[config.mk]
export PLATFORM = sky130hd
export DESIGN_NAME = sfd_mac
export DESIGN_NICKNAME = d
export VERILOG_FILES = /design/src/hw/rtl/sfd_pkg.sv /design/src/hw/rtl/sfd_mac.sv
export SDC_FILE = /design/constraint.sdc
export NUM_CORES = 1
export LEC_CHECK = 0
export BUFFER_PORTS_ARGS = -buffer_cell sky130_fd_sc_hd__buf_2
export CAP_MARGIN = 30
export CORE_ASPECT_RATIO = 0.7
export CORE_UTILIZATION = 58
export CTS_CLUSTER_DIAMETER = 50
export DETAILED_ROUTE_END_ITERATION = 10
export GPL_ROUTABILITY_DRIVEN = 0
export PLACE_DENSITY = 0.8
export SYNTH_ARGS = -nofsm -noshare
export SYNTH_HDL_FRONTEND = slang
export SYNTH_SLANG_ARGS = --single-unit
[constraint.sdc]
create_clock -name clock -period 6.78 [get_ports clock]
set_clock_uncertainty 0.1 [all_clocks]
set_input_delay 0.339 -clock clock [delete_from_list [all_inputs] [get_ports clock]]
set_output_delay 0.339 -clock clock [all_outputs]
set_load 0.01 [all_outputs]
[src/hw/rtl/sfd_pkg.sv]
`timescale 1ns / 1ps
`default_nettype none
// ----------------------------------------------------------------------------
// sfd_pkg: shared types and constants of the stereo feedback delay
// Sample, gain and accumulator widths, register codes, sequencer states,
// the shared multiply-accumulate operation and the output saturation.
// ----------------------------------------------------------------------------
package sfd_pkg;

   localparam int SampleBits  = 24;
   localparam int BufferDepth = 131072;   // power of two, line offsets wrap by truncation
   localparam int AddrBits    = $clog2(BufferDepth);
   localparam int WholeBits   = 17;
   localparam int FracBits    = 8;
   localparam int GainBits    = 16;
   localparam int GainQBits   = 17;       // clamped gain, 0 .. unity
   localparam int Unity       = 32768;
   localparam int MixShift    = 15;

   localparam int CsrIndexBits = 3;
   localparam int CsrDataBits  = 17;

   localparam int MulABits  = SampleBits + 1;
   localparam int MulBBits  = GainQBits + 1;
   localparam int ProdBits  = MulABits + MulBBits;
   localparam int AccBits   = ProdBits + 1;
   localparam int SatInBits = 32;

   localparam logic [GainQBits-1:0] UnityQ = GainQBits'(Unity);
   localparam logic signed [AccBits-1:0] MixRound = AccBits'(64'sd1 <<< (MixShift - 1));
   localparam logic signed [AccBits-1:0] InterpRound = AccBits'(64'sd1 <<< (FracBits - 1));
   localparam logic signed [SatInBits-1:0] SatMax =
      SatInBits'((64'sd1 <<< (SampleBits - 1)) - 64'sd1);
   localparam logic signed [SatInBits-1:0] SatMin = -SatMax - SatInBits'(1);

   typedef logic signed [SampleBits-1:0] sample_type;
   typedef logic [AddrBits-1:0] addr_type;

   typedef enum logic [1:0] {
      MODE_NORMAL,
      MODE_CROSS,
      MODE_PING_PONG,
      MODE_BYPASS
   } mode_type;

   typedef enum logic [CsrIndexBits-1:0] {
      REG_MODE,
      REG_STEREO,
      REG_LEFT_WHOLE,
      REG_LEFT_FRAC,
      REG_RIGHT_WHOLE,
      REG_RIGHT_FRAC,
      REG_FEEDBACK,
      REG_WET
   } csr_index_type;

   typedef struct packed {
      mode_type                 mode;
      logic                     stereo;
      logic [WholeBits-1:0]     left_whole;
      logic [FracBits-1:0]      left_frac;
      logic [WholeBits-1:0]     right_whole;
      logic [FracBits-1:0]      right_frac;
      logic [GainQBits-1:0]     gain;
      logic [GainQBits-1:0]     wet;
      logic [GainQBits-1:0]     dry;
   } cfg_type;

   typedef struct packed {
      logic                       valid;
      logic                       first;
      logic signed [MulABits-1:0] a;
      logic signed [MulBBits-1:0] b;
      logic signed [AccBits-1:0]  bias;
   } mac_op_type;

   typedef enum logic [3:0] {
      S_IDLE,
      S_RD_NEW,
      S_RD_OLD,
      S_CAP_OLD,
      S_INTERP_L,
      S_INTERP_R,
      S_FB_L,
      S_FB_R,
      S_HOLD_FL,
      S_ROUTE,
      S_WRITE,
      S_MIX_LW,
      S_MIX_RD,
      S_MIX_RW,
      S_DRAIN,
      S_OUT
   } state_type;

   function automatic sample_type sat_sample(input logic signed [SatInBits-1:0] v);
      sample_type r;
      if (v > SatMax) begin
         r = SatMax[SampleBits-1:0];
      end else if (v < SatMin) begin
         r = SatMin[SampleBits-1:0];
      end else begin
         r = v[SampleBits-1:0];
      end
      return r;
   endfunction

endpackage
`default_nettype wire

[src/hw/rtl/sfd_mac.sv]
`timescale 1ns / 1ps
`default_nettype none
// ----------------------------------------------------------------------------
// sfd_mac: shared multiply-accumulate unit
// Registered product, then accumulate onto a bias or the running sum.
// An operation reaches acc through the product register, then the accumulator register.
// ----------------------------------------------------------------------------
module sfd_mac (
   input  logic                                clock,
   input  logic                                reset,
   input  sfd_pkg::mac_op_type                 op,
   output logic signed [sfd_pkg::AccBits-1:0]  acc
);

   logic signed [sfd_pkg::ProdBits-1:0] prod_ff;
   logic signed [sfd_pkg::AccBits-1:0]  bias_ff;
   logic signed [sfd_pkg::AccBits-1:0]  acc_ff;
   logic signed [sfd_pkg::AccBits-1:0]  acc_in;
   logic                                first_ff;
   logic                                valid_ff;

   always_ff @(posedge clock) begin
      if (reset) begin
         valid_ff <= 1'b0;
      end else begin
         valid_ff <= op.valid;
      end
   end

   always_ff @(posedge clock) begin
      prod_ff  <= $signed(op.a) * $signed(op.b);
      bias_ff  <= $signed(op.bias);
      first_ff <= op.first;
      if (valid_ff) begin
         acc_ff <= acc_in;
      end
   end

   always_comb begin
      acc_in = (first_ff ? bias_ff : acc_ff) + sfd_pkg::AccBits'(prod_ff);
   end

   assign acc = acc_ff;

endmodule
`default_nettype wire

* Word-level counts from Yosys, hierarchy flattened *
Index checks and enable logic that the tools add are counted.

storage, ports and cells
  flip-flop bits (word level) = 133
  input bits = 91
  output and inout port bits = 44

operators by class
  add/sub/neg operators = 1
  multipliers = 1
  mux-type cells = 1

operators with widths
  cell                                            count
  44-bit by 43-bit adder with 44-bit output       1
  44-bit 2-to-1 mux                               1
  25-bit by 18-bit multiplier with 43-bit output  1

* Longest topological paths before layout *
Gate-level depths: netlist of run 1.

  depth in word-level cells = 2
  mapped depth = 25
  mapped depth without buffers = 24

* Worst setup path after synthesis of run 1 *
Ideal clock, no wire load.

  kind = in2reg
  start = in op[69] (netlist bit)
  end = reg prod_ff[42] (netlist bit)
  setup time = 118 ps
  arrival time = 6402 ps
  path slack = 160 ps
  cell stages on the path = 25
  path buffers = 2
  cells stage by stage = clkbuf_1 > clkbuf_1 > nand2_1 > fa_1 > inv_1 > fa_1 > inv_1 > fa_1 > inv_1 > fa_1 > fa_1 > inv_1 > fa_1 > inv_1 > ha_1 > a21oi_1 > nand2_1 > a221o_1 > a41o_1 > nand4_1 > nand4b_1 > or3_1 > a31o_2 > o31a_1 > xnor2_1

between the ends
  cells in the longest elaborated chain, start to end = 1

ends and longest elaborated chain
  what                                            line           text
  from (decl)                                     sfd_mac.sv:11  input sfd_pkg::mac_op_type op,
  25-bit by 18-bit multiplier with 43-bit output  sfd_mac.sv:31  prod_ff <= $signed(op.a) * $signed(op.b);
  to (signal assigned)                            sfd_mac.sv:31
  to (decl)                                       sfd_mac.sv:15  logic signed [sfd_pkg::ProdBits-1:0] prod_ff;

Every way passes these cells.
A chain may end at the register's enable or synchronous reset.

* Worst setup path after layout of run 1 *
  start = in op[47] (netlist bit)
  end = reg prod_ff[42] (netlist bit)

The elaborated chain is that of the path after synthesis.

==> results of run 1 <==
[metal layers]
| metal | track usage, % | vias to the layer above | wire length, microns |
|---|---|---|---|
| li1 | - | 7226 | - |
| met1 | 36.2 | 8109 | 20400 |
| met2 | 49.9 | 585 | 25300 |
| met3 | 4.54 | 155 | 3120 |
| met4 | 12.5 | 0 | 2020 |
| met5 | 0 | - | 0 |
[flip-flops by register name, summed over array words and instances (netlist names)]
| name | count |
|---|---|
| acc | 44 |
| valid_ff | 1 |
| prod_ff | 43 |
| bias_ff | 44 |
| first_ff | 1 |
[through the flow]
step           area [sq um]  worst slack, ps
2_1_floorplan         21600              160
3_3_place_gp          23100            -6.76
3_5_place_dp          23100             -102
4_1_cts               24100              347
5_1_grt               24100             73.1
6_report              24100              338
[logic make-up after synthesis]
group / count (synthesis)
buffers and inverters: 604
adders and majority gates: 592
muxes: 44
xor gates and xnor gates: 83
AOI/OAI and AO/OA: 217
and+or+nand+nor: 602
DFF: 133
[worst max-delay path, delay by kind of cell]
family | cells | cell delay [ps]
compound gates | 5 | 1420
xor+xnor | 1 | 120
fa+ha+maj | 7 | 3410
buf+inv | 4 | 500
simple gates | 5 | 860
[timing repair]
item / CTS / global route
hold endpoints to repair: 46 / 0
hold buffers: 46 / 0
resized for setup: 0 / 0
[worst max path at each step]
stage	from	end	slack (ps)	cells after the start
2_1_floorplan	op[69]	prod_ff[42]	160	25
3_3_place_gp	op[47]	prod_ff[42]	-7	22
3_5_place_dp	op[47]	prod_ff[42]	-100	22
4_1_cts	op[47]	prod_ff[42]	350	22
5_1_grt	op[47]	prod_ff[42]	70	22
6_report	op[47]	prod_ff[42]	340	22
[cells in the final DEF (no fill, tap or decap), drive strengths merged, types with 17 or more instances in the layout]
cell type	n
mux2	42
ha	150
clkbuf	22
xnor2	58
fa	442
dlygate4sd3	46
dfxtp	89
nor2	50
xor2	25
nand2b	17
a21oi	70
inv	517
nand2	313
a21o	41
o21ai	36
and2	165
buf	202
edfxtp	44
[layout make-up]
| class | count | share of cell area (%) |
|---|---|---|
| well taps | 480 | 2.49 |
| clock buffers | 22 | 2.02 |
| flip-flops and latches | 133 | 12.9 |
| clock inverters | 10 | 0.394 |
| multi-input cells | 1538 | 67.2 |
| inverters | 516 | 8.02 |
| repair buffers | 248 | 7.01 |
==> results.sh, run 1 <==
export IMPL_hold_slack_ps=43.7
export IMPL_top_level_ports=135
export IMPL_min_period_ps=6440
export IMPL_cts_tree="yes"
export IMPL_yosys_warnings=0
export IMPL_die_w_microns=233
export IMPL_vias_per_cell=5.45
export IMPL_setup_viol=0
export IMPL_routed_wl_microns=50800
export IMPL_design_die_area_sq_mm=0.0380
export IMPL_slew_violations=0
export IMPL_rrSetupSlack_ps=2060
export IMPL_start_kind="input port"
export IMPL_critical_path_max_stage_delay_ps=540
export IMPL_synth_top_family_by_area="adder cells"
export IMPL_antenna_found_initial=0
export IMPL_die_h_microns=163
export IMPL_ys_types=57
export IMPL_initial_core_util_pct=59.5
export IMPL_stdcell_count=2947
export IMPL_clock_latency_ps=430
export IMPL_vias=16100
export IMPL_cts_buffers_inserted=17
export IMPL_cpMaxStageDelayCell="fa_1"
export IMPL_reg2reg_depth=14
export IMPL_cp_end_kind="register"
export IMPL_path_class="in2reg"
export IMPL_register_area_sq_mm=0.00311
export IMPL_cp_common_cell="fa_1"
export IMPL_synth_compound_area_share_pct=6.62
export IMPL_synth_edff_count=44
export IMPL_path_cells="buf_2, nand2_1, fa_1, fa_1, fa_1, inv_1, fa_1, fa_1, inv_1, fa_1, inv_1, ha_1, a21oi_1, nand2_1, a221o_1, a41o_1, nand4_1, nand4b_1, or3_1, a31o_2, o31a_1, xnor2_1"
export IMPL_synthesis_nets=2958
export IMPL_dpl_cell_count=2868
export IMPL_final_hold_violation_count=0
export IMPL_fp_row_count=58
export IMPL_drt_iter0_markers=1072
export IMPL_drc=0
export IMPL_core_sq_mm=0.0363
export IMPL_path_clk_slew_ps=60
export IMPL_place_hpwl_microns=42500
export IMPL_grt_pass1_vias=17700
export IMPL_nFillCells=2842
export IMPL_crit_arrival_ps=6660
export IMPL_overflow=0
export IMPL_cp_max_fo=17
export IMPL_grtUsageTotal_pct=28.9
export IMPL_timing_rr_end="acc[42]"
export IMPL_synth_area_top_cells="fa_1 41%, inv_1 9.0%, ha_1 8.7%, dfxtp_1 8.3%, edfxtp_1 6.1%"
export IMPL_r2r_start="first_ff"
export IMPL_synth_simple_area_share_pct=13.2
export IMPL_final_antenna_net_count=0
export IMPL_synth_area_leader_cell="fa_1"
export IMPL_num_antenna_cells=0
export IMPL_cts_buffer_depth=2
export IMPL_synthCells=2275
export IMPL_fin_crit_sh_pct=95.0
export IMPL_grt_max_degree=45
export IMPL_clock_sinks=133
export IMPL_fmax_mhz=155
export IMPL_rsz0062_at_grt="false"
export IMPL_area_growth_pct=11.8
export IMPL_required_ps=7000
export IMPL_relSlewSlack_pct=52.8
export IMPL_firstDrtPassIters=7
export IMPL_cts_htree_levels=4
export IMPL_tightestPinTransition_ps=698
export IMPL_ys_seq_elements=133
export IMPL_root_buffer="clkbuf_16"
export IMPL_min_delay_path_class="in2reg"
export IMPL_ys_seq_area_share_pct=14.4
export IMPL_cts_setup_buffers=0
export IMPL_ys_flop_type="dfxtp_1"
export IMPL_min_to="valid_ff"
export IMPL_synthXorXnorAreaFrac_pct=3.37
export IMPL_outcome="completed"
export IMPL_tns_ps=0
export IMPL_hold_depth=2
export IMPL_drive_above_1_share_pct=11.6
export IMPL_synthAdderAreaFrac_pct=49.7
export IMPL_maxCapViolCount=0
export IMPL_avgSynthCellArea_sq_um=9.49
export IMPL_grt_pass1_wl_microns=85800
export IMPL_post_drt_wl_per_cell_microns=17.3
export IMPL_syn_area_sq_mm=0.0216
export IMPL_worstHoldStart="op[88]"
export IMPL_netlist_area_leader_share_pct=41.0
export IMPL_fin_util_pct=66.5
export IMPL_io_buffers=134
export IMPL_multi_input_area_sq_mm=0.0162
export IMPL_ys_top_cells_by_count="516 x inv_1, 442 x fa_1, 313 x nand2_1"
export IMPL_yosys_mux_area_fraction_pct=2.28
export IMPL_final_nets=3137
export IMPL_async_flop_share_pct=0
export IMPL_synth_most_common_cell="inv_1"
Power of run 1 is left out: the tool's default activity adds up to more than one toggle a clock period on the data nets, which glitch-free logic cannot reach.
==> run 2, diff against run 1 <==
Settings changed: MAX_ROUTING_LAYER from default to met4.
==> run 2 against run 1 <==
Non-clock buffer count did not move. Hold slack worse by 0.74 ps. Flip-flop and latch count unchanged. Fmax barely moved. First-iteration DRC count shrank 1.3%. Clock-buffer cell count is the same.
==> results.sh, run 2 (synthesis results as in run 1) <==
export IMPL_drive_above_1_share_pct=11.6
export IMPL_cts_buffer_depth=2
export IMPL_grtUsageTotal_pct=29.8
export IMPL_antenna_found_initial=0
export IMPL_area_growth_pct=11.8
export IMPL_drt_iter0_markers=1058
export IMPL_post_drt_wl_per_cell_microns=17.2
export IMPL_tightestPinTransition_ps=700
export IMPL_relSlewSlack_pct=52.7
export IMPL_die_w_microns=233
export IMPL_rsz0062_at_grt="false"
export IMPL_critical_path_max_stage_delay_ps=570
export IMPL_fmax_mhz=155
export IMPL_post_cts_resized=0
export IMPL_register_area_sq_mm=0.00311
export IMPL_most_common_layout_cells="516 x inv_1, 442 x fa_1, 313 x nand2_1, 165 x and2_1, 150 x ha_1"
export IMPL_cp_end_kind="register"
export IMPL_nFillCells=2842
export IMPL_path_class="in2reg"
export IMPL_clock_sinks=133
export IMPL_grt_pass1_vias=17800
export IMPL_outcome="completed"
export IMPL_grt_max_degree=45
export IMPL_io_buffers=134
export IMPL_min_period_ps=6450
export IMPL_path_cells="buf_2, nand2_1, fa_1, fa_1, fa_1, fa_1, inv_1, fa_1, inv_1, fa_1, inv_1, ha_1, a21oi_1, o21ai_0, a221o_1, a41o_1, nand4_1, nand4b_1, or3_1, a31o_2, o31a_1, xnor2_1"
export IMPL_required_ps=7000
export IMPL_cts_setup_buffers=0
export IMPL_fp_row_count=58
export IMPL_setup_viol=0
export IMPL_die_h_microns=163
export IMPL_num_antenna_cells=0
export IMPL_min_delay_path_class="in2reg"
export IMPL_root_buffer="clkbuf_16"
export IMPL_clock_latency_ps=430
export IMPL_start_kind="input port"
export IMPL_final_antenna_net_count=0
export IMPL_vias_per_cell=5.44
export IMPL_cp_max_fo=17
export IMPL_post_place_ws_ps=-102
export IMPL_vias=16000
export IMPL_cts_tree="yes"
export IMPL_cp_common_cell="fa_1"
export IMPL_maxCapViolCount=0
export IMPL_core_sq_mm=0.0363
export IMPL_fin_crit_sh_pct=95.1
export IMPL_tns_ps=0
export IMPL_final_hold_violation_count=0
export IMPL_overflow=0
export IMPL_final_nets=3137
export IMPL_crit_arrival_ps=6670
export IMPL_cpMaxStageDelayCell="fa_1"
export IMPL_setup_slack_ps=332
export IMPL_cts_buffers_inserted=17
export IMPL_hold_slack_ps=43.0
export IMPL_final_common_cell="inv_1"
export IMPL_slew_violations=0
export IMPL_design_die_area_sq_mm=0.0380
export IMPL_firstDrtPassIters=5
export IMPL_path_clk_slew_ps=60
export IMPL_initial_core_util_pct=59.5
export IMPL_grt_pass1_wl_microns=85600
export IMPL_routed_wl_microns=50800
export IMPL_place_hpwl_microns=42500
export IMPL_drc=0
export IMPL_cts_htree_levels=4
export IMPL_top_level_ports=135
export IMPL_multi_input_area_sq_mm=0.0162
## run 2: final timing paths
| check | end | slack (ps) | depth (start not counted) | startpoint |
|---|---|---|---|---|
| max | prod_ff[42] | 330 | 22 | op[47] |
| min | valid_ff | 40 | 2 | op[88] |
| max reg2reg | acc[42] | 2040 | 14 | first_ff |
| min reg2reg | acc[13] | 470 | 0 | valid_ff |
## run 2: layout make-up
cell class	instances	share of cell area, %
tap	480	2.49
sequential	133	12.9
clock buffer	22	2.02
clock inverter	10	0.394
multi-input combinational	1538	67.2
timing repair buffer	248	7.01
inverter	516	8.02
## run 2: timing repair
item                                    4_1_cts  5_1_grt
endpoints found under the hold margin        46        0
hold buffers                                 46        0
endpoints found under the setup margin        0        0
## run 2: worst max-delay path, delay by kind of cell
kind | cells | cell delay (ps)
adder cells (fa/ha/maj) | 7 | 3440
buffers and inverters | 4 | 480
AO/OA/AOI/OAI | 6 | 1470
XOR/XNOR | 1 | 120
AND/OR/NAND/NOR | 4 | 800
## run 2: stage by stage
step | instances | area, sq um | util, %
floorplan | 2275 | 21600 | -
global placement | 2868 | 23100 | 63.6
detailed placement | 2868 | 23100 | 63.6
CTS | 2946 | 24100 | 66.5
global route | 2947 | 24100 | 66.5
finish | 2947 | 24100 | 66.5
## run 2: routing by layer
| metal | vias up | routed length (microns) | GRT usage, % |
|---|---|---|---|
| met5 | - | 0 | - |
| met3 | 138 | 3000 | 4.50 |
| li1 | 7222 | - | - |
| met1 | 8090 | 20400 | 36.2 |
| met4 | 0 | 1900 | 12.1 |
| met2 | 582 | 25500 | 50.0 |
Power of run 2 is left out for the same reason.
