[src/hw/rtl/sfd_pkg.sv]
`timescale 1ns / 1ps
`default_nettype none
// ----------------------------------------------------------------------------
// sfd_pkg: shared types and constants of the stereo feedback delay
// Sample, gain and accumulator widths, register codes, sequencer states,
// the shared multiply-accumulate operation and the output saturation.
// ----------------------------------------------------------------------------
package sfd_pkg;

   localparam int SampleBits  = 24;
   localparam int BufferDepth = 131072;   // power of two, line offsets wrap by truncation
   localparam int AddrBits    = $clog2(BufferDepth);
   localparam int WholeBits   = 17;
   localparam int FracBits    = 8;
   localparam int GainBits    = 16;
   localparam int GainQBits   = 17;       // clamped gain, 0 .. unity
   localparam int Unity       = 32768;
   localparam int MixShift    = 15;

   localparam int CsrIndexBits = 3;
   localparam int CsrDataBits  = 17;

   localparam int MulABits  = SampleBits + 1;
   localparam int MulBBits  = GainQBits + 1;
   localparam int ProdBits  = MulABits + MulBBits;
   localparam int AccBits   = ProdBits + 1;
   localparam int SatInBits = 32;

   localparam logic [GainQBits-1:0] UnityQ = GainQBits'(Unity);
   localparam logic signed [AccBits-1:0] MixRound = AccBits'(64'sd1 <<< (MixShift - 1));
   localparam logic signed [AccBits-1:0] InterpRound = AccBits'(64'sd1 <<< (FracBits - 1));
   localparam logic signed [SatInBits-1:0] SatMax =
      SatInBits'((64'sd1 <<< (SampleBits - 1)) - 64'sd1);
   localparam logic signed [SatInBits-1:0] SatMin = -SatMax - SatInBits'(1);

   typedef logic signed [SampleBits-1:0] sample_type;
   typedef logic [AddrBits-1:0] addr_type;

   typedef enum logic [1:0] {
      MODE_NORMAL,
      MODE_CROSS,
      MODE_PING_PONG,
      MODE_BYPASS
   } mode_type;

   typedef enum logic [CsrIndexBits-1:0] {
      REG_MODE,
      REG_STEREO,
      REG_LEFT_WHOLE,
      REG_LEFT_FRAC,
      REG_RIGHT_WHOLE,
      REG_RIGHT_FRAC,
      REG_FEEDBACK,
      REG_WET
   } csr_index_type;

   typedef struct packed {
      mode_type                 mode;
      logic                     stereo;
      logic [WholeBits-1:0]     left_whole;
      logic [FracBits-1:0]      left_frac;
      logic [WholeBits-1:0]     right_whole;
      logic [FracBits-1:0]      right_frac;
      logic [GainQBits-1:0]     gain;
      logic [GainQBits-1:0]     wet;
      logic [GainQBits-1:0]     dry;
   } cfg_type;

   typedef struct packed {
      logic                       valid;
      logic                       first;
      logic signed [MulABits-1:0] a;
      logic signed [MulBBits-1:0] b;
      logic signed [AccBits-1:0]  bias;
   } mac_op_type;

   typedef enum logic [3:0] {
      S_IDLE,
      S_RD_NEW,
      S_RD_OLD,
      S_CAP_OLD,
      S_INTERP_L,
      S_INTERP_R,
      S_FB_L,
      S_FB_R,
      S_HOLD_FL,
      S_ROUTE,
      S_WRITE,
      S_MIX_LW,
      S_MIX_RD,
      S_MIX_RW,
      S_DRAIN,
      S_OUT
   } state_type;

   function automatic sample_type sat_sample(input logic signed [SatInBits-1:0] v);
      sample_type r;
      if (v > SatMax) begin
         r = SatMax[SampleBits-1:0];
      end else if (v < SatMin) begin
         r = SatMin[SampleBits-1:0];
      end else begin
         r = v[SampleBits-1:0];
      end
      return r;
   endfunction

endpackage
`default_nettype wire

[src/hw/rtl/sfd_if.sv]
`timescale 1ns / 1ps
`default_nettype none


interface sfd_csr_if;
   logic                               valid;
   logic                               ready;
   logic [sfd_pkg::CsrIndexBits-1:0]   index;
   logic [sfd_pkg::CsrDataBits-1:0]    data;

   modport source (output valid, output index, output data, input ready);
   modport sink (input valid, input index, input data, output ready);
endinterface
`default_nettype wire

[src/hw/rtl/sfd_csr.sv]
`timescale 1ns / 1ps
`default_nettype none
// ----------------------------------------------------------------------------
// sfd_csr: configuration registers
// Takes register writes and presents mode, delays and clamped gains.
// ----------------------------------------------------------------------------
module sfd_csr (
   input  logic              clock,
   input  logic              reset,
   sfd_csr_if.sink           csr_if,
   output sfd_pkg::cfg_type  cfg
);

   sfd_pkg::mode_type                 mode_ff;
   logic                              stereo_ff;
   logic [sfd_pkg::WholeBits-1:0]     left_whole_ff;
   logic [sfd_pkg::FracBits-1:0]      left_frac_ff;
   logic [sfd_pkg::WholeBits-1:0]     right_whole_ff;
   logic [sfd_pkg::FracBits-1:0]      right_frac_ff;
   logic [sfd_pkg::GainBits-1:0]      gain_ff;
   logic [sfd_pkg::GainBits-1:0]      wet_ff;
   logic [sfd_pkg::GainQBits-1:0]     gain_c;
   logic [sfd_pkg::GainQBits-1:0]     wet_c;

   assign csr_if.ready = 1'b1;

   always_ff @(posedge clock) begin
      if (reset) begin
         mode_ff        <= sfd_pkg::MODE_BYPASS;
         stereo_ff      <= 1'b1;
         left_whole_ff  <= '0;
         left_frac_ff   <= '0;
         right_whole_ff <= '0;
         right_frac_ff  <= '0;
         gain_ff        <= '0;
         wet_ff         <= '0;
      end else if (csr_if.valid) begin
         unique case (sfd_pkg::csr_index_type'(csr_if.index))
            sfd_pkg::REG_MODE: begin
               mode_ff <= sfd_pkg::mode_type'(csr_if.data[1:0]);
            end
            sfd_pkg::REG_STEREO: begin
               stereo_ff <= csr_if.data[0];
            end
            sfd_pkg::REG_LEFT_WHOLE: begin
               left_whole_ff <= csr_if.data[sfd_pkg::WholeBits-1:0];
            end
            sfd_pkg::REG_LEFT_FRAC: begin
               left_frac_ff <= csr_if.data[sfd_pkg::FracBits-1:0];
            end
            sfd_pkg::REG_RIGHT_WHOLE: begin
               right_whole_ff <= csr_if.data[sfd_pkg::WholeBits-1:0];
            end
            sfd_pkg::REG_RIGHT_FRAC: begin
               right_frac_ff <= csr_if.data[sfd_pkg::FracBits-1:0];
            end
            sfd_pkg::REG_FEEDBACK: begin
               gain_ff <= csr_if.data[sfd_pkg::GainBits-1:0];
            end
            sfd_pkg::REG_WET: begin
               wet_ff <= csr_if.data[sfd_pkg::GainBits-1:0];
            end
         endcase
      end
   end

   // gains above unity act as unity
   always_comb begin
      gain_c = (sfd_pkg::GainQBits'(gain_ff) > sfd_pkg::UnityQ) ?
               sfd_pkg::UnityQ : sfd_pkg::GainQBits'(gain_ff);
      wet_c  = (sfd_pkg::GainQBits'(wet_ff) > sfd_pkg::UnityQ) ?
               sfd_pkg::UnityQ : sfd_pkg::GainQBits'(wet_ff);
   end

   always_comb begin
      cfg.mode        = mode_ff;
      cfg.stereo      = stereo_ff;
      cfg.left_whole  = left_whole_ff;
      cfg.left_frac   = left_frac_ff;
      cfg.right_whole = right_whole_ff;
      cfg.right_frac  = right_frac_ff;
      cfg.gain        = gain_c;
      cfg.wet         = wet_c;
      cfg.dry         = sfd_pkg::UnityQ - wet_c;
   end

endmodule
`default_nettype wire

[src/flat_wrapper.sv]
// flat-port wrapper written by rule: the top's interface ports become plain ports
module sfd_csr_flat 
  (clock, reset, cfg, csr_if_valid, csr_if_index, csr_if_data, csr_if_ready);
  sfd_csr_if csr_if_i ();
  input  logic clock;
  input  logic reset;
  output sfd_pkg::cfg_type cfg;
  input wire logic [$bits(csr_if_i.valid)-1:0] csr_if_valid;
  input wire logic [$bits(csr_if_i.index)-1:0] csr_if_index;
  input wire logic [$bits(csr_if_i.data)-1:0] csr_if_data;
  output wire logic [$bits(csr_if_i.ready)-1:0] csr_if_ready;
  assign csr_if_i.valid = csr_if_valid;
  assign csr_if_i.index = csr_if_index;
  assign csr_if_i.data = csr_if_data;
  assign csr_if_ready = csr_if_i.ready;
  sfd_csr u_core (.clock(clock), .reset(reset), .csr_if(csr_if_i), .cfg(cfg));
endmodule
[config.mk]
export PLATFORM = sky130hd
export DESIGN_NAME = sfd_csr_flat
export DESIGN_NICKNAME = d
export VERILOG_FILES = /design/src/hw/rtl/sfd_pkg.sv /design/src/hw/rtl/sfd_if.sv /design/src/hw/rtl/sfd_csr.sv /design/src/flat_wrapper.sv
export SDC_FILE = /design/constraint.sdc
export NUM_CORES = 1
export LEC_CHECK = 0
export BUFFER_PORTS_ARGS = -buffer_cell sky130_fd_sc_hd__buf_4
export CAP_MARGIN = 20
export CORE_MARGIN = 2
export CORE_UTILIZATION = 53
export DETAILED_ROUTE_END_ITERATION = 7
export GPL_TIMING_DRIVEN = 1
export PLACE_DENSITY = 0.84
export SLEW_MARGIN = 15
export SYNTH_ARGS = -nofsm -noshare
export SYNTH_HDL_FRONTEND = slang
export SYNTH_SLANG_ARGS = --single-unit
[constraint.sdc]
create_clock -name clock -period 3.1 [get_ports clock]
set_clock_uncertainty 0.1 [all_clocks]
set_input_delay 0.31 -clock clock [delete_from_list [all_inputs] [get_ports clock]]
set_output_delay 0.31 -clock clock [all_outputs]
set_load 0.01 [all_outputs]
Word-level counts from Yosys, hierarchy flattened
Index checks and enable logic that the tools add are counted.
{"block": "op_classes", "order_cmp": 2, "n_reduce_logical": 9, "add_sub_neg": 1, "mux": 2, "eq_ne": 7}
{"op": "> comparator 16 bit, second input constant", "n": 2}
{"op": "two-way mux 16 bit", "n": 2}
{"op": "subtractor 16 x 17 -> 17 bit, first input constant", "n": 1}
{"op": "AND reduction 2 bit", "n": 8}
{"op": "== test 3 bit, second input constant", "n": 4}
{"op": "== test 3 x 2 -> 1 bit, second input constant", "n": 2}
{"op": "== test 3 x 1 -> 1 bit, second input constant", "n": 1}
{"op": "logical NOT 3 bit", "n": 1}
{"block": "word_totals", "output_inout_bits": 105, "register_bits": 85}

Longest topological paths before layout
Gate-level depths: netlist (run 1).
{"block": "logic_depth", "ltp_word": 3, "mapped_depth": 7, "depth_no_buf": 6}

Least setup slack after synthesis (run 1)
Ideal clock, no wire load.
{"block": "synth_timing", "path_type": "register to output", "start": "reg u_core.wet_ff[4] (netlist name)", "end": "out cfg[11] (netlist name)", "stages_incl_launch_ff": 7, "arrival_time_ps": 1881, "required_time_ps": 2690, "path_slack_ps": 809, "n_path_buf": 2, "cell_sequence": "dfxtp_1 buf_6 or4_1 or3_1 buf_6 o31a_1 nor3_1"}
{"element": "from (decl)", "line": "sfd_csr.sv:21", "text": "logic [sfd_pkg::GainBits-1:0] wet_ff;"}
{"element": "from (signal assigned)", "line": "sfd_csr.sv:61", "text": "wet_ff <= csr_if.data[sfd_pkg::GainBits-1:0];"}
{"element": "to (decl)", "line": "flat_wrapper.sv:7", "text": "output sfd_pkg::cfg_type cfg;"}

==> flow_metrics.tcl, run 1 <==
set metrics [dict create \
    syn_area_per_cell_um2 7.45 \
    rows 30 \
    synth-adder-area-share 0.00347 \
    startpoint_type_of_the_worst_setup_path "flip-flop" \
    slew_violations 0 \
    drt_pre_antenna_iters 5 \
    dr_total_vias 3656 \
    ys.flop_type "sky130_fd_sc_hd__dfxtp_1" \
    ys_async_sr_fraction 0 \
    clock_root_buffer "sky130_fd_sc_hd__clkbuf_8" \
    antennaDiodeCount 0 \
    post_synth_mux_area_share 0 \
    ys_seq_elements 85 \
    clock_insertion_delay_worst_skew_ns 0.35 \
    grt_setup_unrepaired "false" \
    grt_pass1_vias 3198 \
    synth_top_family_by_area "simple AND/OR/NAND/NOR gates" \
    grtUsageMet2 0.432 \
    start_util 0.540 \
    timing.setup.tns_ns 0 \
    detailedRoute.firstIterationViolations 252 \
    drc 0 \
    worst-setup-path-type "flip-flop to output pin" \
    timing.hold.worst.class "input port to flip-flop" \
    max-clock-path-buffers 2 \
    wl_per_cell_um 14.8 \
    ys.warnings.count 0 \
    relSlewSlack 0.284 \
    required_ns 2.69 \
    die-height_um 86.5 \
    post_synth_instance_area_um2 3600 \
    grt.total_usage 0.261 \
    pwr-share-seq 0.504 \
    mostFrequentLayoutCell "sky130_fd_sc_hd__nand2_1" \
    ant_nets 0 \
    post_cts_buffers 0 \
    clock_tree_from_tritoncts "done" \
    synth.lib_cells_used.distinct 37 \
    worstMarginPinSlew_ns 1.07 \
    final.setup.worst_slack_ns 0.337 \
    cts_inserted_buffers 9 \
    hold_viol 0 \
    max_h_tree_level 3 \
    dp_worst_setup_slack_ns 0.735 \
    post_cts_hold_buffer_count 0 \
    wl_mm 9.97 \
    drive_gt1_frac 0.248 \
    cts.sinks 85 \
    grt.met1_usage 0.332 \
    synth-seq-area-share 0.472 \
    dpl.hpwl_mm 7.16 \
    total_i_o_pin_count 128 \
    cellPowerDensity_nw_per_um2 476 \
    combPwrFrac 0.129 \
    clock_power_share 0.367 \
    ir_drop_mv 0.411 \
    postCtsResizedCells 0 \
    synthSimpleGateAreaFrac 0.304 \
    busiest_layer "met2" \
    synth_compound_gate_area_share 0.162 \
    dieWidth_um 86.5 \
    fillCellCount 553 \
    worst-path-max-fanout 8 \
    status "finished clean" \
    synth_xor_xnor_area_share 0.00486 \
    setup_viol 0 \
    synth_edf_count 0 \
    crit_path_dat_ns 2.35 \
    num-nets-final 612 \
    grt_pass1_wl_mm 15.4 \
    vias_per_cell 5.43 \
    coreArea_um2 6680 \
    power_report.internal_total_mw 1.69 \
    fmax_ghz 0.362 \
    die_area_um2 7480 \
    mostFrequentLayoutCells "sky130_fd_sc_hd__nand2_1 (170), sky130_fd_sc_hd__buf_4 (128), sky130_fd_sc_hd__a21oi_1 (85), sky130_fd_sc_hd__dfxtp_1 (85), sky130_fd_sc_hd__nor2b_1 (32)" \
    critical_path.endpoint_type "output pin" \
    syn2layout_area_growth_pct 31.1 \
    fin_crit_ns 2.76 \
    power_spent_charging_and_discharging_nets_mw 0.563 \
    grt_overflow_total 0 \
    drv.max_cap_violation_count 0 \
    static-leakage-power_nw 1.98 \
    grt_max_degree 86 \
    power.share.switching 0.251 \
    io_buffers 124 \
    use_met3 0.0781 \
    globalplace.congestion 0.857 \
    layout_worst_path_cycle_share 0.891 \
    worst_setup_hold_path_clk_slew_ns 0.08 \
    antenna_found_initial 0 \
    synth_cells 484 \
]
[critical path: stages, from the launching register on]
cell                      delay [ns]
sky130_fd_sc_hd__dfxtp_1        0.34
sky130_fd_sc_hd__or4_4          0.58
sky130_fd_sc_hd__or3_1          0.50
sky130_fd_sc_hd__o31a_1         0.30
sky130_fd_sc_hd__nor3_1         0.14
sky130_fd_sc_hd__buf_4          0.15
[synthesized netlist by cell type (3+ instances only)]
| master | n | area share |
|---|---|---|
| sky130_fd_sc_hd__nand3_1 | 4 | 0.0056 |
| sky130_fd_sc_hd__inv_1 | 4 | 0.0042 |
| sky130_fd_sc_hd__nor2_1 | 9 | 0.0094 |
| sky130_fd_sc_hd__o21ai_0 | 6 | 0.0083 |
| sky130_fd_sc_hd__nor4_1 | 6 | 0.010 |
| sky130_fd_sc_hd__nor2b_1 | 32 | 0.056 |
| sky130_fd_sc_hd__nand2_1 | 170 | 0.18 |
| sky130_fd_sc_hd__or4_1 | 3 | 0.0062 |
| sky130_fd_sc_hd__dfxtp_1 | 85 | 0.47 |
| sky130_fd_sc_hd__o21a_1 | 3 | 0.0062 |
| sky130_fd_sc_hd__clkbuf_1 | 28 | 0.029 |
| sky130_fd_sc_hd__a21oi_1 | 85 | 0.12 |
| sky130_fd_sc_hd__or3_1 | 5 | 0.0087 |
| sky130_fd_sc_hd__nand2b_1 | 3 | 0.0052 |
| sky130_fd_sc_hd__buf_4 | 5 | 0.010 |
| sky130_fd_sc_hd__a211o_1 | 3 | 0.0073 |
| sky130_fd_sc_hd__nor3_1 | 7 | 0.0097 |
[final timing paths]
kind,from,to,slack [ns],cells past startpoint
hold reg to reg,u_core.left_whole_ff[15]$_SDFFE_PP0P_,u_core.left_whole_ff[15]$_SDFFE_PP0P_,0.36,2
setup reg to reg,u_core.gain_ff[15]$_SDFFE_PP0P_,u_core.gain_ff[15]$_SDFFE_PP0P_,2.08,2
setup / recovery,u_core.wet_ff[0]$_SDFFE_PP0P_,cfg[11],0.34,5
hold / removal,csr_if_data[16],u_core.left_whole_ff[16]$_SDFFE_PP0P_,0.12,3
[logic make-up after synthesis]
group	count (synthesis)
and+or+nand+nor	247
xor gates and xnor gates	2
DFF	85
buffers and inverters	40
other	2
AOI/OAI and AO/OA	107
adders and majority gates	1
[metrics by stage]
stage               power [mW]  area, um2   util  hold slack (ns)  instances
floorplan                 1.31       3610      -            0.328        485
global placement          1.44       4500  0.673            0.343        656
detailed placement        1.45       4500  0.673            0.348        656
CTS                       2.25       4720  0.706            0.108        672
global route              2.33       4720  0.707            0.107        673
finish                    2.25       4720  0.707            0.117        673
[final cells by class]
cell class                      instances  area (um2)  share of cell area
Sequential cell                        85        1700               0.360
Inverter                                4        15.0             0.00318
Timing Repair Buffer                  128         961               0.203
Tap cell                               80         100              0.0212
Clock inverter                          4        55.1              0.0117
Multi-Input combinational cell        360        1730               0.365
Clock buffer                           12         165              0.0350
[power groups by stage]
stage	clock network, mW	logic [mW]	registers (mW)
floorplan	0	0.152	1.16
global placement	0	0.283	1.16
detailed placement	0	0.289	1.16
CTS	0.830	0.290	1.13
global route	0.876	0.317	1.14
finish	0.825	0.291	1.13
[routing by layer]
| metal | up-vias | share of wire |
|---|---|---|
| met2 | 156 | 0.47 |
| li1 | 1802 | - |
| met5 | - | 0 |
| met1 | 1689 | 0.43 |
| met3 | 9 | 0.091 |
| met4 | 0 | 0.011 |
[sequential cells by signal (all words and copies together), names as in the netlist]
register               cells
u_core.stereo_ff           1
u_core.gain_ff            16
u_core.mode_ff             2
u_core.left_frac_ff        8
u_core.right_frac_ff       8
u_core.right_whole_ff     17
u_core.left_whole_ff      17
u_core.wet_ff             16
(Power assumes the default switching activity.)
==> run 2, diff against run 1 <==
==> constraint.sdc (replaced) <==
create_clock -name clock -period 3.1 [get_ports clock]
set_clock_uncertainty 0.1 [all_clocks]
set_input_delay 0.62 -clock clock [delete_from_list [all_inputs] [get_ports clock]]
set_output_delay 0.62 -clock clock [all_outputs]
set_load 0.01 [all_outputs]
==> run 2 against run 1 <==
Compared with the run above:
- worst hold slack better by 0.24 ns
- utilization is 0.73 points higher
- flip-flop and latch count unchanged
- via count grew 0.66%
- non-clock buffer count grew 2
- setup slack worse by 0.22 ns
- register-to-register slack hardly changed
- total power increased by 4.7%
- sequential power hardly changed
- cell area is 1.0% higher
- global-route usage is 0.80 points higher
- critical path type unchanged
- critical endpoint unchanged
- largest cell class unchanged
- highest routed layer unchanged
==> flow_metrics.tcl, run 2 (same netlist as run 1, synthesis figures left out) <==
set metrics [dict create \
    status "finished clean" \
    relSlewSlack 0.423 \
    clock_insertion_delay_worst_skew_ns 0.35 \
    max-clock-path-buffers 2 \
    worstMarginPinSlew_ns 0.865 \
    drv.max_cap_violation_count 0 \
    drt_pre_antenna_iters 5 \
    hold_viol 0 \
    die_area_um2 7480 \
    antennaDiodeCount 0 \
    p_total_mw 2.35 \
    grt_pass1_wl_mm 15.8 \
    required_ns 2.38 \
    coreArea_um2 6680 \
    grt_pass1_vias 3327 \
    startpoint_type_of_the_worst_setup_path "flip-flop" \
    largestRegisters "u_core.left_whole_ff x17, u_core.right_whole_ff x17" \
    power_report.internal_total_mw 1.78 \
    drc 0 \
    dr_total_vias 3680 \
    wl_per_cell_um 14.9 \
    dpl.hpwl_mm 7.14 \
    layout_worst_path_cycle_share 0.964 \
    io_buffers 124 \
    max_h_tree_level 3 \
    antenna_found_initial 0 \
    clock_tree_from_tritoncts "done" \
    fmax_ghz 0.335 \
    ir_drop_mv 0.349 \
    crit_path_dat_ns 2.27 \
    fin_crit_ns 2.99 \
    grt.total_usage 0.269 \
    total_i_o_pin_count 128 \
    grt_overflow_total 0 \
    worst-path-max-fanout 8 \
    cellPowerDensity_nw_per_um2 493 \
    pwr-share-seq 0.481 \
    timing.setup.tns_ns 0 \
    num-nets-final 614 \
    worst_setup_hold_path_clk_slew_ns 0.08 \
    cp_top_family "simple AND/OR/NAND/NOR gates" \
    clock_root_buffer "sky130_fd_sc_hd__clkbuf_8" \
    detailedRoute.firstIterationViolations 314 \
    combPwrFrac 0.126 \
    power.share.switching 0.243 \
    grt_setup_unrepaired "false" \
    wl_mm 10.0 \
    crit_path_top_delay_cell "sky130_fd_sc_hd__or4_4" \
    cts.sinks 85 \
    mostFrequentLayoutCells "sky130_fd_sc_hd__nand2_1 (170), sky130_fd_sc_hd__buf_4 (130), sky130_fd_sc_hd__a21oi_1 (85), sky130_fd_sc_hd__dfxtp_1 (85), sky130_fd_sc_hd__nor2b_1 (32)" \
    syn2layout_area_growth_pct 32.4 \
    start_util 0.540 \
    drive_gt1_frac 0.254 \
    mostFrequentLayoutCell "sky130_fd_sc_hd__nand2_1" \
    vias_per_cell 5.45 \
    globalplace.congestion 0.988 \
    slowest_delay_ns 0.58 \
    power_spent_charging_and_discharging_nets_mw 0.571 \
    rows 30 \
    cp_cell_sequence "or4_4 -> or3_4 -> o31a_1 -> nor3_1 -> buf_4" \
    worst-setup-path-type "flip-flop to output pin" \
    clock_power_share 0.393 \
    worstPathBufferInverterCount 1 \
    critical_path.endpoint_type "output pin" \
    cts_inserted_buffers 9 \
    dieWidth_um 86.5 \
    ant_nets 0 \
    setup_viol 0 \
    static-leakage-power_nw 2.00 \
    timing.hold.worst.class "flip-flop to flip-flop" \
    post_cts_hold_buffer_count 0 \
    die-height_um 86.5 \
    slew_violations 0 \
    grt_max_degree 86 \
]
run 2: layout make-up:
cell class | instances | area (um2)
fill | 538 | 1910
clock buffer | 10 | 128
multi-input combinational | 360 | 1740
timing repair buffer | 130 | 976
clock inverter | 6 | 111
sequential | 85 | 1700
tap | 80 | 100
inverter | 4 | 15.0
run 2: tightest hold or removal path, stage by stage, from the launching register on:
cell and delay, ns:
sky130_fd_sc_hd__dfxtp_1 0.31, sky130_fd_sc_hd__nand2_1 0.05, sky130_fd_sc_hd__a21oi_1 0.05
run 2: timing repair:
item,4_1_cts,5_1_grt
setup endpoints to repair,0,5
resized for setup,0,3
setup buffers,0,0
run 2: routing by layer:
metal / wire [um] / vias up / part of all wire / GRT usage
li1: - / 1802 / - / -
met2: 4670 / 175 / 0.47 / 0.436
met1: 4180 / 1679 / 0.42 / 0.345
met5: 0 / - / 0 / 0
met4: 193 / 0 / 0.019 / 0.0994
met3: 1000 / 24 / 0.10 / 0.0743
run 2: worst paths after layout:
| check | startpoint | slack, ns | endpoint | depth (start not counted) |
|---|---|---|---|---|
| worst max-delay path | u_core.wet_ff[0]$_SDFFE_PP0P_ | 0.11 | cfg[11] | 5 |
| worst min-delay path | u_core.left_whole_ff[2]$_SDFFE_PP0P_ | 0.36 | u_core.left_whole_ff[2]$_SDFFE_PP0P_ | 2 |
| worst max register to register | u_core.gain_ff[15]$_SDFFE_PP0P_ | 2.09 | u_core.gain_ff[15]$_SDFFE_PP0P_ | 2 |
| worst min register to register | u_core.left_whole_ff[2]$_SDFFE_PP0P_ | 0.36 | u_core.left_whole_ff[2]$_SDFFE_PP0P_ | 2 |
run 2: per-stage QoR:
step | worst slack [ns] | utilization | hold WS (ns) | instance area (um2) | instances
global placement | 0.450 | 0.676 | 0.343 | 4520 | 659
global route | 0.00218 | 0.714 | 0.383 | 4770 | 675
floorplan | 0.499 | - | 0.339 | 3610 | 485
detailed placement | 0.438 | 0.676 | 0.347 | 4520 | 659
finish | 0.112 | 0.714 | 0.358 | 4770 | 675
CTS | 0.0498 | 0.712 | 0.359 | 4760 | 675
run 2: power groups by stage:
stage | logic [mW] | registers [mW] | clock network (mW)
6_report | 0.296 | 1.13 | 0.925
3_5_place_dp | 0.291 | 1.16 | 0
3_3_place_gp | 0.283 | 1.16 | 0
2_1_floorplan | 0.152 | 1.16 | 0
4_1_cts | 0.292 | 1.13 | 0.925
5_1_grt | 0.325 | 1.14 | 0.964
==> run 3, diff against run 2 <==
GPL_TIMING_DRIVEN = 0   (was 1)
REMOVE_ABC_BUFFERS = 1   (was unset)
==> run 3 against run 2 <==
Compared with the run above:
- register-to-register slack worse by 0.05 ns
- combinational power barely moved
- critical path depth is the same
- cell area is 0.73% lower
- clock-buffer cell count fell by 1
- largest cell class unchanged
==> flow_metrics.tcl, run 3 (same netlist as run 1, synthesis figures left out) <==
set metrics [dict create \
    worstMarginPinSlew_ns 0.987 \
    start_util 0.540 \
    startpoint_type_of_the_worst_setup_path "flip-flop" \
    worst-path-max-fanout 8 \
    grt_max_degree 86 \
    cp_cell_sequence "or4_4 -> or3_4 -> o31a_1 -> nor3_1 -> buf_4" \
    syn2layout_area_growth_pct 31.4 \
    clock_root_buffer "sky130_fd_sc_hd__clkbuf_8" \
    fin_crit_ns 2.99 \
    slew_violations 0 \
    slowest_delay_ns 0.58 \
    relSlewSlack 0.339 \
    power_report.internal_total_mw 1.63 \
    timing.hold.worst.class "flip-flop to flip-flop" \
    worst-setup-path-type "flip-flop to output pin" \
    max_h_tree_level 3 \
    clock_insertion_delay_worst_skew_ns 0.34 \
    coreArea_um2 6680 \
    crit_path_top_delay_cell "sky130_fd_sc_hd__or4_4" \
    clock_tree_from_tritoncts "done" \
    fillCellCount 589 \
    largestRegisters "u_core.left_whole_ff x17, u_core.right_whole_ff x17" \
    mostFrequentLayoutCell "sky130_fd_sc_hd__nand2_1" \
    worstPathBufferInverterCount 1 \
    power_spent_charging_and_discharging_nets_mw 0.579 \
    grt_pass1_wl_mm 15.4 \
    critical_path.endpoint_type "output pin" \
    antenna_found_initial 0 \
    io_buffers 124 \
    globalplace.congestion 0.845 \
    rows 30 \
    cp_top_family "simple AND/OR/NAND/NOR gates" \
    grt.total_usage 0.261 \
    grt_setup_unrepaired "true" \
    cts_inserted_buffers 9 \
    final.setup.worst_slack_ns 0.108 \
    wl_mm 9.82 \
    wl_per_cell_um 14.6 \
    vias_per_cell 5.37 \
    dieWidth_um 86.5 \
    ant_nets 0 \
    layout_worst_path_cycle_share 0.965 \
    drv.max_cap_violation_count 0 \
    status "finished clean" \
    grt_overflow_total 0 \
    detailedRoute.firstIterationViolations 252 \
    antennaDiodeCount 0 \
    cts.sinks 85 \
    worst_setup_hold_path_clk_slew_ns 0.08 \
    pwr-share-seq 0.514 \
    die-height_um 86.5 \
    combPwrFrac 0.136 \
    crit_path_dat_ns 2.27 \
    drive_gt1_frac 0.260 \
    drt_pre_antenna_iters 4 \
    timing.setup.tns_ns 0 \
    static-leakage-power_nw 1.98 \
    post_cts_hold_buffer_count 0 \
    die_area_um2 7480 \
    required_ns 2.38 \
    dr_total_vias 3615 \
    dp_worst_setup_slack_ns -0.218 \
    total_i_o_pin_count 128 \
    setup_viol 0 \
    num-nets-final 612 \
    drc 0 \
    fmax_ghz 0.334 \
    hold_viol 0 \
    mostFrequentLayoutCells "sky130_fd_sc_hd__nand2_1 (170), sky130_fd_sc_hd__buf_4 (127), sky130_fd_sc_hd__a21oi_1 (85)" \
    power.share.switching 0.263 \
    place_inst 654 \
    clock_power_share 0.351 \
    dpl.hpwl_mm 6.81 \
    fin_cells 673 \
    max-clock-path-buffers 2 \
    grt_pass1_vias 3282 \
    p_total_mw 2.21 \
    cellPowerDensity_nw_per_um2 465 \
    ir_drop_mv 0.397 \
]
-- run 3: cell count changes in the layout (fill, tap and decap cells not counted), sizes merged --
cell / previous run / this run
buf: 130 / 128
clkbuf: 10 / 9
bufinv: 3 / 1
clkinvlp: 1 / 0
inv: 4 / 6
clkinv: 2 / 4
-- run 3: layout make-up --
class                      count  area, um2  share of cell area
inverter                       4       15.0             0.00317
multi-input combinational    360       1760               0.371
clock buffer                   9        124              0.0261
tap                           80        100              0.0211
sequential                    85       1710               0.360
timing repair buffer         128        965               0.204
clock inverter                 7       71.3              0.0151
-- run 3: repair_timing --
item,CTS,global route
resized for setup,3,6
setup buffers,1,2
gates cloned,0,0
setup endpoints to repair,6,6
-- run 3: power groups by stage --
| stage | Clock (mW) | Combinational, mW | Sequential (mW) |
|---|---|---|---|
| after floorplan | 0 | 0.120 | 1.16 |
| after global placement | 0 | 0.279 | 1.16 |
| after detailed placement | 0 | 0.286 | 1.16 |
| after CTS | 0.786 | 0.289 | 1.13 |
| after global routing | 0.842 | 0.325 | 1.14 |
| final | 0.773 | 0.299 | 1.13 |
-- run 3: worst reg2reg max path, cell delays in order, from the launching register on --
cell and delay, ns:
sky130_fd_sc_hd__dfxtp_4 0.43, sky130_fd_sc_hd__buf_4 0.22, sky130_fd_sc_hd__nand2_1 0.07, sky130_fd_sc_hd__a21oi_1 0.16
-- run 3: path summary, 6_finish.rpt --
path | startpoint | endpoint | slack, ns | depth (start not counted)
setup reg to reg | u_core.wet_ff[15]$_SDFFE_PP0P_ | u_core.wet_ff[15]$_SDFFE_PP0P_ | 2.04 | 3
hold reg to reg | u_core.left_whole_ff[12]$_SDFFE_PP0P_ | u_core.left_whole_ff[12]$_SDFFE_PP0P_ | 0.36 | 2
setup / recovery | u_core.wet_ff[0]$_SDFFE_PP0P_ | cfg[11] | 0.11 | 5
hold / removal | u_core.left_whole_ff[12]$_SDFFE_PP0P_ | u_core.left_whole_ff[12]$_SDFFE_PP0P_ | 0.36 | 2
-- run 3: per-layer routing --
layer,part of all wire,GRT usage,vias to the layer above
li1,-,-,1807
met5,0,0,-
met3,0.091,0.0752,21
met4,0.021,0.111,0
met1,0.41,0.322,1648
met2,0.48,0.425,139
-- run 3: stage by stage --
step / hold slack (ns) / cell area, um2 / util
final: 0.357 / 4740 / 0.709
after global routing: 0.374 / 4740 / 0.709
after CTS: 0.358 / 4690 / 0.703
after detailed placement: 0.347 / 4490 / 0.671
after global placement: 0.342 / 4470 / 0.669
after floorplan: 0.333 / 3440 / -
